**config.mk**
```make
export PLATFORM = sky130hd
export DESIGN_NAME = out_of_order_completion_tracker
export DESIGN_NICKNAME = d
export VERILOG_FILES = /design/src/design/ooct_pkg.sv /design/src/design/ooct_cell.sv /design/src/design/ooct_window.sv /design/src/design/out_of_order_completion_tracker.sv
export SDC_FILE = /design/constraint.sdc
export NUM_CORES = 1
export LEC_CHECK = 0
export BUFFER_PORTS_ARGS = -buffer_cell sky130_fd_sc_hd__buf_4
export CORE_ASPECT_RATIO = 2
export CORE_MARGIN = 4
export CORE_UTILIZATION = 30
export CTS_CLUSTER_SIZE = 20
export DETAILED_ROUTE_END_ITERATION = 7
export HOLD_SLACK_MARGIN = 0.05
export PLACE_DENSITY = 0.57
export SLEW_MARGIN = 20
export SYNTH_ARGS = -nofsm -noshare
export SYNTH_HDL_FRONTEND = slang
export SYNTH_HIERARCHICAL = 1
export SYNTH_SLANG_ARGS = --single-unit
```
**constraint.sdc**
```tcl
create_clock -name i_clk -period 12.6 [get_ports i_clk]
set_clock_uncertainty 0.1 [all_clocks]
set_input_delay 2.52 -clock i_clk [delete_from_list [all_inputs] [get_ports i_clk]]
set_output_delay 2.52 -clock i_clk [all_outputs]
set_load 0.05 [all_outputs]
```
**src/design/ooct_pkg.sv**
```systemverilog
// ----------------------------------------------------------------------------
// ooct_pkg
// Shared command codes and cell control type for the completion tracker.
// ----------------------------------------------------------------------------
package ooct_pkg;

    // Request command codes
    localparam logic [1:0] CMD_ONE_DONE = 2'd0;
    localparam logic [1:0] CMD_ALL_DONE = 2'd1;
    localparam logic [1:0] CMD_RESET    = 2'd2;
    localparam logic [1:0] CMD_UNUSED   = 2'd3;

    // Control broadcast to every window cell
    typedef struct packed {
        logic shift;   // take the neighbor's bit
        logic clear;   // drop the bit
    } t_cell_ctl;

endpackage

```
**src/design/ooct_cell.sv**
```systemverilog
// ----------------------------------------------------------------------------
// ooct_cell
// One slot of the stray window: holds a single completion bit.
// ----------------------------------------------------------------------------
module ooct_cell (
    input  logic               i_clk,
    input  logic               i_rst_n,
    input  ooct_pkg::t_cell_ctl i_ctl,
    input  logic               i_set,
    input  logic               i_next_bit,
    output logic               o_bit
);
    import ooct_pkg::*;

    logic r_bit;
    logic n_bit;

    // Clear wins, then shift from the neighbor, then mark
    always_comb begin
        n_bit = r_bit;
        if (i_ctl.clear) begin
            n_bit = 1'b0;
        end else if (i_ctl.shift) begin
            n_bit = i_next_bit;
        end else if (i_set) begin
            n_bit = 1'b1;
        end
    end

    always_ff @(posedge i_clk) begin
        if (!i_rst_n) begin
            r_bit <= 1'b0;
        end else begin
            r_bit <= n_bit;
        end
    end

    assign o_bit = r_bit;

endmodule

```
**src/design/ooct_window.sv**
```systemverilog
// ----------------------------------------------------------------------------
// ooct_window
// Row of window cells; slot i stands for index head + i. A shift moves
// every bit one slot toward the head.
// ----------------------------------------------------------------------------
module ooct_window #(
    parameter int WINDOW_SLOTS = 64
) (
    input  logic                              i_clk,
    input  logic                              i_rst_n,
    input  ooct_pkg::t_cell_ctl               i_ctl,
    input  logic                              i_set_en,
    input  logic [$clog2(WINDOW_SLOTS)-1:0]   i_set_slot,
    output logic                              o_head_bit
);
    import ooct_pkg::*;

    localparam int SLOT_BITS = $clog2(WINDOW_SLOTS);

    logic [WINDOW_SLOTS:0] w_bits;

    // Nothing shifts in past the far end
    assign w_bits[WINDOW_SLOTS] = 1'b0;

    for (genvar g = 0; g < WINDOW_SLOTS; g++) begin : g_cell
        logic w_set;
        assign w_set = i_set_en && (i_set_slot == SLOT_BITS'(g));

        ooct_cell u_cell (
            .i_clk      (i_clk),
            .i_rst_n    (i_rst_n),
            .i_ctl      (i_ctl),
            .i_set      (w_set),
            .i_next_bit (w_bits[g+1]),
            .o_bit      (w_bits[g])
        );
    end

    assign o_head_bit = w_bits[0];

endmodule

```
**src/design/out_of_order_completion_tracker.sv**
```systemverilog
// ----------------------------------------------------------------------------
// out_of_order_completion_tracker
// Keeps the contiguous completed count of a job whose segments finish out of
// order, with a shifting bitmap of strays that finished past the head.
// ----------------------------------------------------------------------------
//  channel  | direction | handshake              | payload
//  ---------+-----------+------------------------+-------------------------------
//  request  | in        | i_in_valid/o_in_ready  | i_cmd, i_segment_index
//  result   | out       | o_out_valid/i_out_ready| o_completed_count, o_all_done,
//           |           |                        | o_job_finished_now,
//           |           |                        | o_index_rejected
//  config   | in        | i_cfg_wr_en            | i_cfg_wr_data (total segments)
//
//  A request passes through the accept, execute and result-load steps before
//  the next accept; one that completes the head segment also walks the head
//  over the marked strays that follow it, one window slot per cycle, before
//  its result load.
//  One request is in flight at a time; the next is taken while a result
//  still waits in the output register. A stalled output holds the sequencer
//  in its result-load step. Synchronous reset clears the count, the total
//  and every window cell at once.
// ----------------------------------------------------------------------------
module out_of_order_completion_tracker #(
    parameter int WINDOW_SLOTS = 64,
    parameter int COUNT_BITS   = 24
) (
    input  logic                  i_clk,
    input  logic                  i_rst_n,
    input  logic                  i_cfg_wr_en,
    input  logic [COUNT_BITS-1:0] i_cfg_wr_data,
    input  logic                  i_in_valid,
    output logic                  o_in_ready,
    input  logic [1:0]            i_cmd,
    input  logic [COUNT_BITS-1:0] i_segment_index,
    output logic                  o_out_valid,
    input  logic                  i_out_ready,
    output logic [COUNT_BITS-1:0] o_completed_count,
    output logic                  o_all_done,
    output logic                  o_job_finished_now,
    output logic                  o_index_rejected
);
    import ooct_pkg::*;

    localparam int SLOT_BITS = $clog2(WINDOW_SLOTS);
    localparam int CMP_BITS  = (COUNT_BITS > 11) ? COUNT_BITS + 1 : 12;

    localparam logic [1:0] ST_IDLE = 2'd0;
    localparam logic [1:0] ST_EXEC = 2'd1;
    localparam logic [1:0] ST_WALK = 2'd2;
    localparam logic [1:0] ST_DONE = 2'd3;

    logic [1:0]            r_state, n_state;
    logic [1:0]            r_cmd;
    logic                  r_rej;
    logic                  r_hit;
    logic [SLOT_BITS-1:0]  r_slot;
    logic [COUNT_BITS-1:0] r_head, n_head;
    logic [COUNT_BITS-1:0] r_total;
    logic                  r_fin, n_fin;
    logic                  r_out_valid;
    logic [COUNT_BITS-1:0] r_out_count;
    logic                  r_out_all;
    logic                  r_out_fin;
    logic                  r_out_rej;

    logic                  w_accept;
    logic                  w_load;
    logic [COUNT_BITS-1:0] w_diff;
    logic                  w_reject;
    logic                  w_head_bit;
    logic                  w_set_en;
    t_cell_ctl             w_ctl;

    assign o_in_ready = (r_state == ST_IDLE);
    assign w_accept   = i_in_valid && o_in_ready;
    assign w_load     = (r_state == ST_DONE) && (!r_out_valid || i_out_ready);

    // Classify the index against head, total and window at accept time
    assign w_diff   = i_segment_index - r_head;
    assign w_reject = (i_segment_index < r_head) || (i_segment_index >= r_total) ||
                      (CMP_BITS'(w_diff) >= CMP_BITS'(WINDOW_SLOTS));

    always_ff @(posedge i_clk) begin
        if (w_accept) begin
            r_cmd  <= i_cmd;
            r_rej  <= w_reject;
            r_hit  <= (i_segment_index == r_head);
            r_slot <= w_diff[SLOT_BITS-1:0];
        end
    end

    // Hold the total
    always_ff @(posedge i_clk) begin
        if (!i_rst_n) begin
            r_total <= '0;
        end else if (i_cfg_wr_en) begin
            r_total <= i_cfg_wr_data;
        end
    end

    // Sequencer: execute the command, walk the head over strays, load result
    always_comb begin
        n_state    = r_state;
        n_head     = r_head;
        n_fin      = r_fin;
        w_ctl      = '0;
        w_set_en   = 1'b0;
        case (r_state)
            ST_IDLE: begin
                if (w_accept) begin
                    n_state = ST_EXEC;
                    n_fin   = 1'b0;
                end
            end
            ST_EXEC: begin
                n_state = ST_DONE;
                case (r_cmd)
                    CMD_ONE_DONE: begin
                        if (!r_rej) begin
                            if (r_hit) begin
                                n_head      = r_head + 1'b1;
                                w_ctl.shift = 1'b1;
                                n_state     = ST_WALK;
                            end else begin
                                w_set_en = 1'b1;
                            end
                        end
                    end
                    CMD_ALL_DONE: begin
                        n_head      = r_total;
                        w_ctl.clear = 1'b1;
                        n_fin       = 1'b1;
                    end
                    CMD_RESET: begin
                        n_head      = '0;
                        w_ctl.clear = 1'b1;
                    end
                    CMD_UNUSED: begin
                        n_head = r_head;
                    end
                    default: begin
                        n_head = r_head;
                    end
                endcase
            end
            ST_WALK: begin
                if (w_head_bit) begin
                    n_head      = r_head + 1'b1;
                    w_ctl.shift = 1'b1;
                end else begin
                    n_fin   = (r_head == r_total);
                    n_state = ST_DONE;
                end
            end
            ST_DONE: begin
                if (w_load) begin
                    n_state = ST_IDLE;
                end
            end
            default: begin
                n_state = ST_IDLE;
            end
        endcase
    end

    always_ff @(posedge i_clk) begin
        if (!i_rst_n) begin
            r_state <= ST_IDLE;
            r_head  <= '0;
            r_fin   <= 1'b0;
        end else begin
            r_state <= n_state;
            r_head  <= n_head;
            r_fin   <= n_fin;
        end
    end

    ooct_window #(
        .WINDOW_SLOTS (WINDOW_SLOTS)
    ) u_window (
        .i_clk      (i_clk),
        .i_rst_n    (i_rst_n),
        .i_ctl      (w_ctl),
        .i_set_en   (w_set_en),
        .i_set_slot (r_slot),
        .o_head_bit (w_head_bit)
    );

    // Output register
    always_ff @(posedge i_clk) begin
        if (!i_rst_n) begin
            r_out_valid <= 1'b0;
        end else if (w_load) begin
            r_out_valid <= 1'b1;
        end else if (i_out_ready) begin
            r_out_valid <= 1'b0;
        end
    end

    always_ff @(posedge i_clk) begin
        if (w_load) begin
            r_out_count <= r_head;
            r_out_all   <= (r_head == r_total);
            r_out_fin   <= r_fin;
            r_out_rej   <= (r_cmd == CMD_ONE_DONE) && r_rej;
        end
    end

    assign o_out_valid        = r_out_valid;
    assign o_completed_count  = r_out_count;
    assign o_all_done         = r_out_all;
    assign o_job_finished_now = r_out_fin;
    assign o_index_rejected   = r_out_rej;

    // Slot zero stays clear outside the head walk
    a_slot0_clear: assert property (@(posedge i_clk) disable iff (!i_rst_n)
        (r_state == ST_IDLE || r_state == ST_DONE) |-> !w_head_bit)
        else $error("window slot zero set outside head walk");

    // An accepted request always goes to execute
    a_accept_exec: assert property (@(posedge i_clk) disable iff (!i_rst_n)
        w_accept |=> (r_state == ST_EXEC))
        else $error("accepted request did not enter execute");

    // A new result only follows the result-load step
    a_rise_from_done: assert property (@(posedge i_clk) disable iff (!i_rst_n)
        $rose(r_out_valid) |-> ($past(r_state) == ST_DONE))
        else $error("result appeared without load step");

    // A dropped index never finishes the job
    a_rej_no_fin: assert property (@(posedge i_clk) disable iff (!i_rst_n)
        (r_out_valid && r_out_rej) |-> !r_out_fin)
        else $error("rejected request reported job completion");

endmodule

```
==> reports/results.txt, run 1 <==
Post-route ant nets: 0
GRT Resource Usage Total: 17.2%
Top cells by area, synth: dfxtp_1 (23%), edfxtp_1 (11%), nor4b_2 (9.5%)
First-pass GRT wire length: 48.4 mm
Drt total wl: 31.3 mm
Net Sw Frac: 42.6%
Max-slew headroom: 26.5%
Synth unique cells: 77
Core area: 0.0332 mm²
Worst-Margin Slew: 1.10 ns
Starting Density: 30.5%
Share of the synthesized area in the top cell type: 22.9%
Crit path DAT: 5.39 ns
CTS tree: built
Total CTS buffers: 17
RSZ-0062 raised after global routing: no
Tmin final: 5.33 ns
Residual DRC: 0
Vias in the first global route: 8465
Final antenna diode count: 0
Die extent in x: 138 µm
Worst VDD drop: 0.000120 V
#FFs+latches synth: 153
Main synth FF type: dfxtp_1
Layout cells sized above 1: 23.3%
Worst stage delay on the critical path: 0.78 ns
Number of cell rows: 94
Syn Std Cell Area: 0.0101 mm²
IO Port Bufs: 83
Leak pwr: 4.07 nW
Post-route cell area: 0.0117 mm²
Area leader, netlist: dfxtp_1
P_sw: 790 µW
DP Area: 0.0111 mm²
WL/cell: 19.8 µm
PD cells: 158 mW/mm²
Worst-skew pair later-pin latency: 0.44 ns
Root cell of the clock tree: clkbuf_16
Initial DRC count: 540
Nets@finish: 1248
Max cap viols: 0
Hold_buf cts: 0
Post-synthesis to final-layout area growth: 15.8%
Die area: 0.0369 mm²
Worst hold path class: reg -> reg
Clock tree buffer depth: 2
Largest net degree at the start of global routing: 98
Cells after Synth: 1069
Cell internal pwr: 1.06 mW
Sequential area share after synthesis: 33.9%
Syn_nets: 1181
Vias: 8356
Crit-path slowest cell: o21ai_0
Setup CP Type: in -> reg
Io pins: 84
Crit path max fanout: 6
Tcrit/Tclk final: 42.3%
EDFF count, synth: 37
Ys Warns: 6
Final hold vios: 0
Sequential share of power: 35.0%
Final max-slew violation count: 0
DP HPWL: 23.8 mm
Data required time of the critical path: 12.67 ns
Routed vias/inst: 5.29
Crit. End Element: flip-flop
Overflow after GRT: 0
Setup Viol. Count Final: 0
TNS Setup: 0 ns
CTS sink count: 153
Most used cell, CP: o21ai_0
Outcome: completed
Ys async rst share: 0%
Gate power share: 37.7%
Antenna violations before repair: 0
Die Ht: 268 µm
GPL Wtd Cong: 0.964
Post-cts repair resize count: 0
Crit path cell chain: buf_4 -> ha_1 -> a21oi_1 -> nand2b_1 -> o21ai_0 -> a211oi_1 -> o21ai_0 -> a21boi_0 -> nor3_1 -> o21a_1 -> nand4_1
Clk slew on worst S/H paths: 0.07 ns
Achievable Freq: 188 MHz
Mean post-synth cell area: 9.47 µm²
CP startpoint kind: primary input
DRT Pass-1 Iters: 5
Postcts setup bufs: 0
Clk pwr share: 27.2%
H-tree levels: 4
==> area by class of cell <==
type / instances / area [µm²]
timing repair buffer: 89 / 668
sequential: 153 / 3430
inverter: 64 / 240
clock inverter: 15 / 149
multi-input combinational: 811 / 6270
tap: 432 / 541
clock buffer: 17 / 425
fill: 3415 / 21400
==> layer usage <==
| layer | track usage, % | vias to the layer above | routed length [µm] |
|---|---|---|---|
| met5 | 0 | - | 0 |
| met4 | 11.4 | 0 | 2140 |
| met3 | 2.06 | 84 | 834 |
| met2 | 32.3 | 211 | 17400 |
| met1 | 17.3 | 4020 | 10900 |
| li1 | - | 4041 | - |
==> worst max-delay path: cells and delay by family <==
kind / cells / cell delay [ns]
compound gates: 6 / 1.94
fa+ha+maj: 1 / 0.37
buf+inv: 1 / 0.12
simple gates: 3 / 0.44
==> Yosys cell counts, drive strengths merged (14+ instances only) <==
cell and n:
clkbuf 29, nor4b 64, ha 56, nand3 20, dfxtp 116, a211oi 14
edfxtp 37, nand2 45, o21ai 50, xnor2 17, a21oi 55, nor2 126
nand4 19, nor2b 76, inv 64, mux2i 27, xor2 17, nor3 85
==> stage by stage <==
| stage | instances | setup WS, ns | power, mW | hold slack, ns | util, % |
|---|---|---|---|---|---|
| after floorplan | 1069 | 3.49 | 1.12 | 0.308 | - |
| after global placement | 1549 | 6.90 | 1.35 | 0.390 | 33.6 |
| after detailed placement | 1549 | 6.94 | 1.35 | 0.389 | 33.6 |
| after CTS | 1581 | 7.40 | 1.86 | 0.402 | 35.3 |
| after global routing | 1581 | 7.15 | 1.96 | 0.418 | 35.4 |
| final | 1581 | 7.27 | 1.85 | 0.401 | 35.4 |
==> cell families after synthesis <==
kind of cell | after synthesis | synth area share (%)
compound gates | 195 | 12.4
flops | 153 | 33.9
other cells | 1 | 0.0370
simple gates | 497 | 36.5
fa+ha+maj | 57 | 7.12
mux | 27 | 2.67
buf+inv | 105 | 4.44
xor+xnor | 34 | 2.94
==> placed cells by master, fill, tap and decap left out, drive strengths merged, types with 14 or more instances in the layout <==
cell      n
nand4    19
mux2i    27
o21ai    50
buf      89
a21oi    55
xnor2    17
inv      75
nor2b    76
nor3     85
nand2    45
nand3    20
edfxtp   37
clkbuf   17
nor4b    64
xor2     17
dfxtp   116
nor2    126
a211oi   14
ha       56
==> sequential cells by signal (all words and copies together), names as in the netlist, 2 cells and up <==
signal / flops
r_slot: 6
r_state: 2
r_total: 24
r_cmd: 2
o_completed_count: 24
r_head: 24
u_window/g_cell.u_cell/o_bit: 64
==> final timing paths <==
path | start | to | cells after the start | slack [ns]
setup / recovery | i_segment_index[6] | r_rej | 11 | 7.27
setup reg to reg | r_head[6] | r_rej | 11 | 8.84
hold reg to reg | r_head[21] | o_completed_count[21] | 0 | 0.40
hold / removal | r_head[21] | o_completed_count[21] | 0 | 0.40
==> power by group through the flow <==
stage	registers (mW)	logic [mW]	clock network, mW
5_1_grt	0.656	0.761	0.539
4_1_cts	0.647	0.693	0.517
6_report	0.649	0.699	0.505
3_3_place_gp	0.657	0.689	0
2_1_floorplan	0.655	0.463	0
3_5_place_dp	0.659	0.690	0
No activity file was read; power rests on OpenSTA's default activity.
==> inputs of run 2 (changes only) <==
--- a/config.mk
+++ b/config.mk
@@ -12,7 +12,7 @@
 export CTS_CLUSTER_SIZE = 20
 export DETAILED_ROUTE_END_ITERATION = 7
 export HOLD_SLACK_MARGIN = 0.05
-export PLACE_DENSITY = 0.57
+export PLACE_DENSITY = 0.58
 export SLEW_MARGIN = 20
 export SYNTH_ARGS = -nofsm -noshare
 export SYNTH_HDL_FRONTEND = slang
==> constraint.sdc (replaced) <==
create_clock -name i_clk -period 4.6 [get_ports i_clk]
set_clock_uncertainty 0.1 [all_clocks]
set_input_delay 0.92 -clock i_clk [delete_from_list [all_inputs] [get_ports i_clk]]
set_output_delay 0.92 -clock i_clk [all_outputs]
set_load 0.05 [all_outputs]
==> run 2 against run 1 <==
  * Final cell count up 0.25%
  * Final area up 0.53%
  * Sequential share of layout area fell by 0.16 points
  * Clock power rose to 2.8 times the previous value
  * Combinational power rose to 2.7 times the previous value
  * Critical endpoint unchanged
  * Die area is the same
  * Global-route usage decreased by 0.15 points
  * Via count down 0.61%
  * Largest cell class unchanged
  * Critical path type unchanged
  * Register-to-register slack lost 7.8 ns
  * Sequential power grew to 2.7 times the previous value
==> reports/results.txt, run 2 (synthesis gave the netlist of run 1 again) <==
Residual DRC: 0
Tcrit/Tclk final: 79.1%
Data required time of the critical path: 4.69 ns
GRT Resource Usage Total: 17.1%
Hold_buf cts: 0
PD cells: 432 mW/mm²
Nets@finish: 1252
Outcome: completed
Post-route cell area: 0.0118 mm²
Clock tree buffer depth: 2
Antenna violations before repair: 0
Commonest non-fill, non-tap cell in the layout: nor2_1
Final max-slew violation count: 0
DP HPWL: 23.9 mm
CTS tree: built
Postcts setup bufs: 0
IO Port Bufs: 83
Starting Density: 30.5%
Non-Filler Instances: 1585
First-pass GRT wire length: 47.6 mm
Achievable Freq: 275 MHz
Max reg flops: 64
R2r endpoint: r_rej
Worst-skew pair later-pin latency: 0.46 ns
Worst stage delay on the critical path: 0.47 ns
Post-route ant nets: 0
Layout cells sized above 1: 23.7%
Crit. End Element: flip-flop
Leak pwr: 4.10 nW
Crit path cell chain: buf_4 -> inv_1 -> ha_1 -> fa_1 -> nor2b_1 -> o22ai_1 -> o31a_1 -> a311oi_1 -> nand4_1 -> nor4_1 -> and3_1 -> nand4_1
CTS sink count: 153
WL/cell: 19.6 µm
Filler cell count: 3445
Worst r2r src: r_head[12]
Die extent in x: 138 µm
Largest net degree at the start of global routing: 129
Final antenna diode count: 0
Hold path depth: 0
Placed cell count: 1553
Worst VDD drop: 0.000302 V
Root cell of the clock tree: clkbuf_16
Multi-input logic area: 0.00627 mm²
Worst Hold Launch: r_fin
DP Area: 0.0112 mm²
Worst hold path class: reg -> reg
Max cap viols: 0
H-tree levels: 4
Total CTS buffers: 17
Reg2reg setup slack: 1.03 ns
Most used cell, CP: nand4_1
Commonest cells after routing, fill and taps aside: nor2_1 (125), dfxtp_1 (116), buf_4 (92), nor3_1 (84)
Total Power: 5.10 mW
Io pins: 84
Clk slew on worst S/H paths: 0.07 ns
Routed vias/inst: 5.24
Post-cts repair resize count: 0
Die area: 0.0369 mm²
Hold Path Sink: o_job_finished_now
Setup Viol. Count Final: 0
DRT Pass-1 Iters: 5
Number of cell rows: 94
Setup CP Type: in -> reg
Crit path DAT: 3.73 ns
Overflow after GRT: 0
Register area: 0.00343 mm²
Drt total wl: 31.0 mm
Initial DRC count: 421
Crit path max fanout: 5
CP startpoint kind: primary input
Die Ht: 268 µm
Tmin final: 3.64 ns
Core area: 0.0332 mm²
Worst reg-to-reg path cell count: 11
Worst Setup SP: i_segment_index[0]
Vias in the first global route: 8461
Post-synthesis to final-layout area growth: 16.4%
TNS Setup: 0 ns
RSZ-0062 raised after global routing: no
Worst-Margin Slew: 1.13 ns
Vias: 8305
Max-slew headroom: 24.8%
Crit-path slowest cell: nor4_1
Final hold vios: 0
GPL Wtd Cong: 0.902
-- run 2: cell count changes in the layout (fill, tap and decap cells not counted), sizes merged --
cell	change
buf	+4
clkinv	+1
inv	-1
-- run 2: per-stage QoR --
stage / util [%] / hold slack (ns) / worst slack (ns)
2_1_floorplan: - / 0.308 / 0.265
3_3_place_gp: 33.7 / 0.367 / 0.556
3_5_place_dp: 33.7 / 0.370 / 0.506
4_1_cts: 35.5 / 0.388 / 0.990
5_1_grt: 35.5 / 0.400 / 0.699
6_report: 35.5 / 0.379 / 0.959
-- run 2: worst max path at each step --
stage / slack (ns) / end / depth (start not counted)
detailed placement: 0.51 / r_rej / 12
floorplan: 0.27 / u_window/g_cell[0].u_cell/o_bit / 7
finish: 0.96 / r_rej / 12
global placement: 0.56 / r_rej / 12
CTS: 0.99 / r_rej / 12
global route: 0.70 / r_rej / 11
-- run 2: worst max-delay path, delay by kind of cell --
family | cells | cell delay [ns]
adder cells (fa/ha/maj) | 2 | 0.62
buffers and inverters | 2 | 0.14
AND/OR/NAND/NOR | 5 | 1.15
AO/OA/AOI/OAI | 3 | 0.90
-- run 2: where the power goes --
part           internal [mW]  total [mW]  switching [mW]
clock                  0.735        1.42           0.688
sequential              1.55        1.78           0.228
combinational          0.639        1.90            1.26
-- run 2: area by class of cell --
type                            instances  share of cell area, %
Tap cell                              432                   4.59
Clock buffer                           17                   3.61
Multi-Input combinational cell        811                   53.2
Sequential cell                       153                   29.1
Inverter                               64                   2.04
Timing Repair Buffer                   93                   6.03
Clock inverter                         15                   1.43
-- run 2: routing by layer --
metal  share of wire (%)  track usage [%]
met1                  35             16.5
met2                  56             32.5
met3                 2.6             2.21
met4                 6.7             11.6
met5                   0                0
==> inputs of run 3 (changes only) <==
--- a/config.mk
+++ b/config.mk
@@ -5,6 +5,7 @@
 export SDC_FILE = /design/constraint.sdc
 export NUM_CORES = 1
 export LEC_CHECK = 0
+export ABC_AREA = 1
 export BUFFER_PORTS_ARGS = -buffer_cell sky130_fd_sc_hd__buf_4
 export CORE_ASPECT_RATIO = 2
 export CORE_MARGIN = 4
@@ -12,7 +13,7 @@
 export CTS_CLUSTER_SIZE = 20
 export DETAILED_ROUTE_END_ITERATION = 7
 export HOLD_SLACK_MARGIN = 0.05
-export PLACE_DENSITY = 0.58
+export PLACE_DENSITY = 0.57
 export SLEW_MARGIN = 20
 export SYNTH_ARGS = -nofsm -noshare
 export SYNTH_HDL_FRONTEND = slang
==> constraint.sdc (replaced) <==
create_clock -name i_clk -period 3.69 [get_ports i_clk]
set_clock_uncertainty 0.1 [all_clocks]
set_input_delay 0.738 -clock i_clk [delete_from_list [all_inputs] [get_ports i_clk]]
set_output_delay 0.738 -clock i_clk [all_outputs]
set_load 0.05 [all_outputs]
==> run 3 against run 2 <==
  * Combinational power grew 9%
  * Final area grew 6.1%
  * Register-to-register slack lost 0.23 ns
  * Hold slack gained 0.015 ns
  * Total power grew 15%
  * Non-clock buffer count grew 5
  * Routed wire length grew 9.1%
  * Highest routed layer unchanged
  * Global-route usage grew 0.27 points
==> reports/results.txt, run 3 <==
IO Port Bufs: 83
Placed cell count: 2248
Leak pwr: 5.71 nW
Setup WS pre-CTS: 0.472 ns
Syn Std Cell Area: 0.0107 mm²
Tmin final: 2.89 ns
DP HPWL: 26.6 mm
Layout cells sized above 1: 12.1%
Sequential area share after synthesis: 32.0%
Crit path cell chain: inv_1 -> ha_1 -> nand2_1 -> inv_2 -> nand3_1 -> nor3_1 -> nand2_1 -> nand2_1 -> a21o_1 -> nor2_1 -> nor2_1 -> nand2_1 -> nor2_1 -> nand2_1
Worst-skew pair later-pin latency: 0.45 ns
Crit path max fanout: 7
Clock tree buffer depth: 2
Nets@finish: 1934
Filler cell count: 3936
Achievable Freq: 346 MHz
Reg2reg setup slack: 0.80 ns
Antenna violations before repair: 0
TNS Setup: 0 ns
Main synth FF type: dfxtp_1
Commonest cells after routing, fill and taps aside: nand2_1 (451), inv_1 (396), nor2_1 (263), dfxtp_1 (116), buf_4 (95)
Drt total wl: 33.9 mm
Routed vias/inst: 4.60
Total CTS buffers: 17
Crit-path slowest cell: dfxtp_1
Cells after Synth: 1731
Die Ht: 275 µm
Residual DRC: 0
Crit. End Element: flip-flop
Setup CP Type: reg -> reg
Ys async rst share: 0%
Io pins: 84
Max cap viols: 0
R2r endpoint: r_rej
#FFs+latches synth: 153
Crit path DAT: 2.98 ns
CP bufs+invs: 2
Post-route ant nets: 0
Max-slew headroom: 36.7%
Vias: 10500
Commonest cells post-synth: nand2_1 (451), inv_1 (397), nor2_1 (263)
Most used cell, CP: nand2_1
Overflow after GRT: 0
Data required time of the critical path: 3.79 ns
Post-cts repair resize count: 0
Final antenna diode count: 0
Hold_buf cts: 0
RSZ-0062 raised after global routing: no
EDFF count, synth: 37
Root cell of the clock tree: clkbuf_16
First-pass GRT wire length: 52.5 mm
Syn_nets: 1843
Total Power: 5.87 mW
Area leader, netlist: dfxtp_1
GRT Resource Usage Total: 17.3%
Worst hold path class: in -> reg
Mean post-synth cell area: 6.19 µm²
Worst stage delay on the critical path: 0.49 ns
Outcome: completed
Non-Filler Instances: 2279
Vias in the first global route: 10300
Largest net degree at the start of global routing: 74
Final max-slew violation count: 0
Number of cell rows: 97
Max reg flops: 64
PD cells: 469 mW/mm²
Starting Density: 30.4%
Postcts setup bufs: 0
Initial DRC count: 487
H-tree levels: 4
Core area: 0.0352 mm²
Fin Hold WS: 0.394 ns
Most common cell in the netlist: nand2_1
Ys Warns: 6
CTS tree: built
Hold path depth: 1
Die extent in x: 142 µm
Worst reg-to-reg path cell count: 14
Delay-heaviest family, CP: simple AND/OR/NAND/NOR gates
Tcrit/Tclk final: 78.2%
Clk slew on worst S/H paths: 0.06 ns
Post-synthesis to final-layout area growth: 16.7%
CTS sink count: 153
Top cells by area, synth: dfxtp_1 (22%), nand2_1 (16%), inv_1 (14%)
CP startpoint kind: flip-flop
Setup Viol. Count Final: 0
WL/cell: 14.9 µm
Worst setup margin: 0.803 ns
DRT Pass-1 Iters: 5
Worst r2r src: r_head[11]
Die area: 0.0390 mm²
Worst-Margin Slew: 0.948 ns
Hold Path Sink: r_cmd[0]
Worst Hold Launch: i_cmd[0]
Worst VDD drop: 0.000357 V
GPL Wtd Cong: 0.914
Synth unique cells: 42
Commonest non-fill, non-tap cell in the layout: nand2_1
Final hold vios: 0
Share of the synthesized area in the top cell type: 21.7%
[run 3: worst max path at each step]
stage                        from  cells past startpoint                         endpoint
2_1_floorplan          r_state[1]                      7  u_window/g_cell[0].u_cell/o_bit
3_3_place_gp   i_segment_index[0]                     16                            r_rej
3_5_place_dp   i_segment_index[0]                     16                            r_rej
4_1_cts                r_head[17]                     12                            r_rej
5_1_grt                 r_head[2]                     17                            r_rej
6_report               r_head[11]                     14                            r_rej
[run 3: kinds of logic after synthesis]
group	Yosys count	share of synthesized area (%)
AND/OR/NAND/NOR	880	34.5
other	1	0.0350
buffers and inverters	433	15.5
flip-flops	153	32.0
XOR/XNOR	22	1.80
adder cells (fa/ha/maj)	57	6.73
AO/OA/AOI/OAI	185	9.36
[run 3: area by class of cell]
cell class / instances / area (µm²) / area share [%]
inverters: 407 / 1530 / 12.2
repair buffers: 98 / 773 / 6.18
well taps: 445 / 557 / 4.45
flip-flops and latches: 153 / 3430 / 27.5
clock inverters: 9 / 86.3 / 0.690
multi-input cells: 1145 / 5640 / 45.1
clock buffers: 22 / 485 / 3.88
[run 3: where the power goes]
part / switching, mW / total [mW] / internal (mW) / leakage [nW]
Clock: 0.748 / 1.75 / 1.00 / 0.283
Sequential: 0.149 / 2.04 / 1.89 / 1.29
Combinational: 1.43 / 2.08 / 0.646 / 4.14
[run 3: per-stage QoR]
step	area (µm²)	util, %
finish	12500	35.5
global route	12500	35.5
CTS	12500	35.5
detailed placement	11900	33.9
global placement	11900	33.9
floorplan	10700	-
[run 3: routing by layer]
metal	vias up	track usage, %	routed length [µm]
met3	57	2.25	846
met5	-	0	0
met2	194	35.5	19500
met4	0	7.28	1240
li1	5417	-	-
met1	4817	16.8	12300
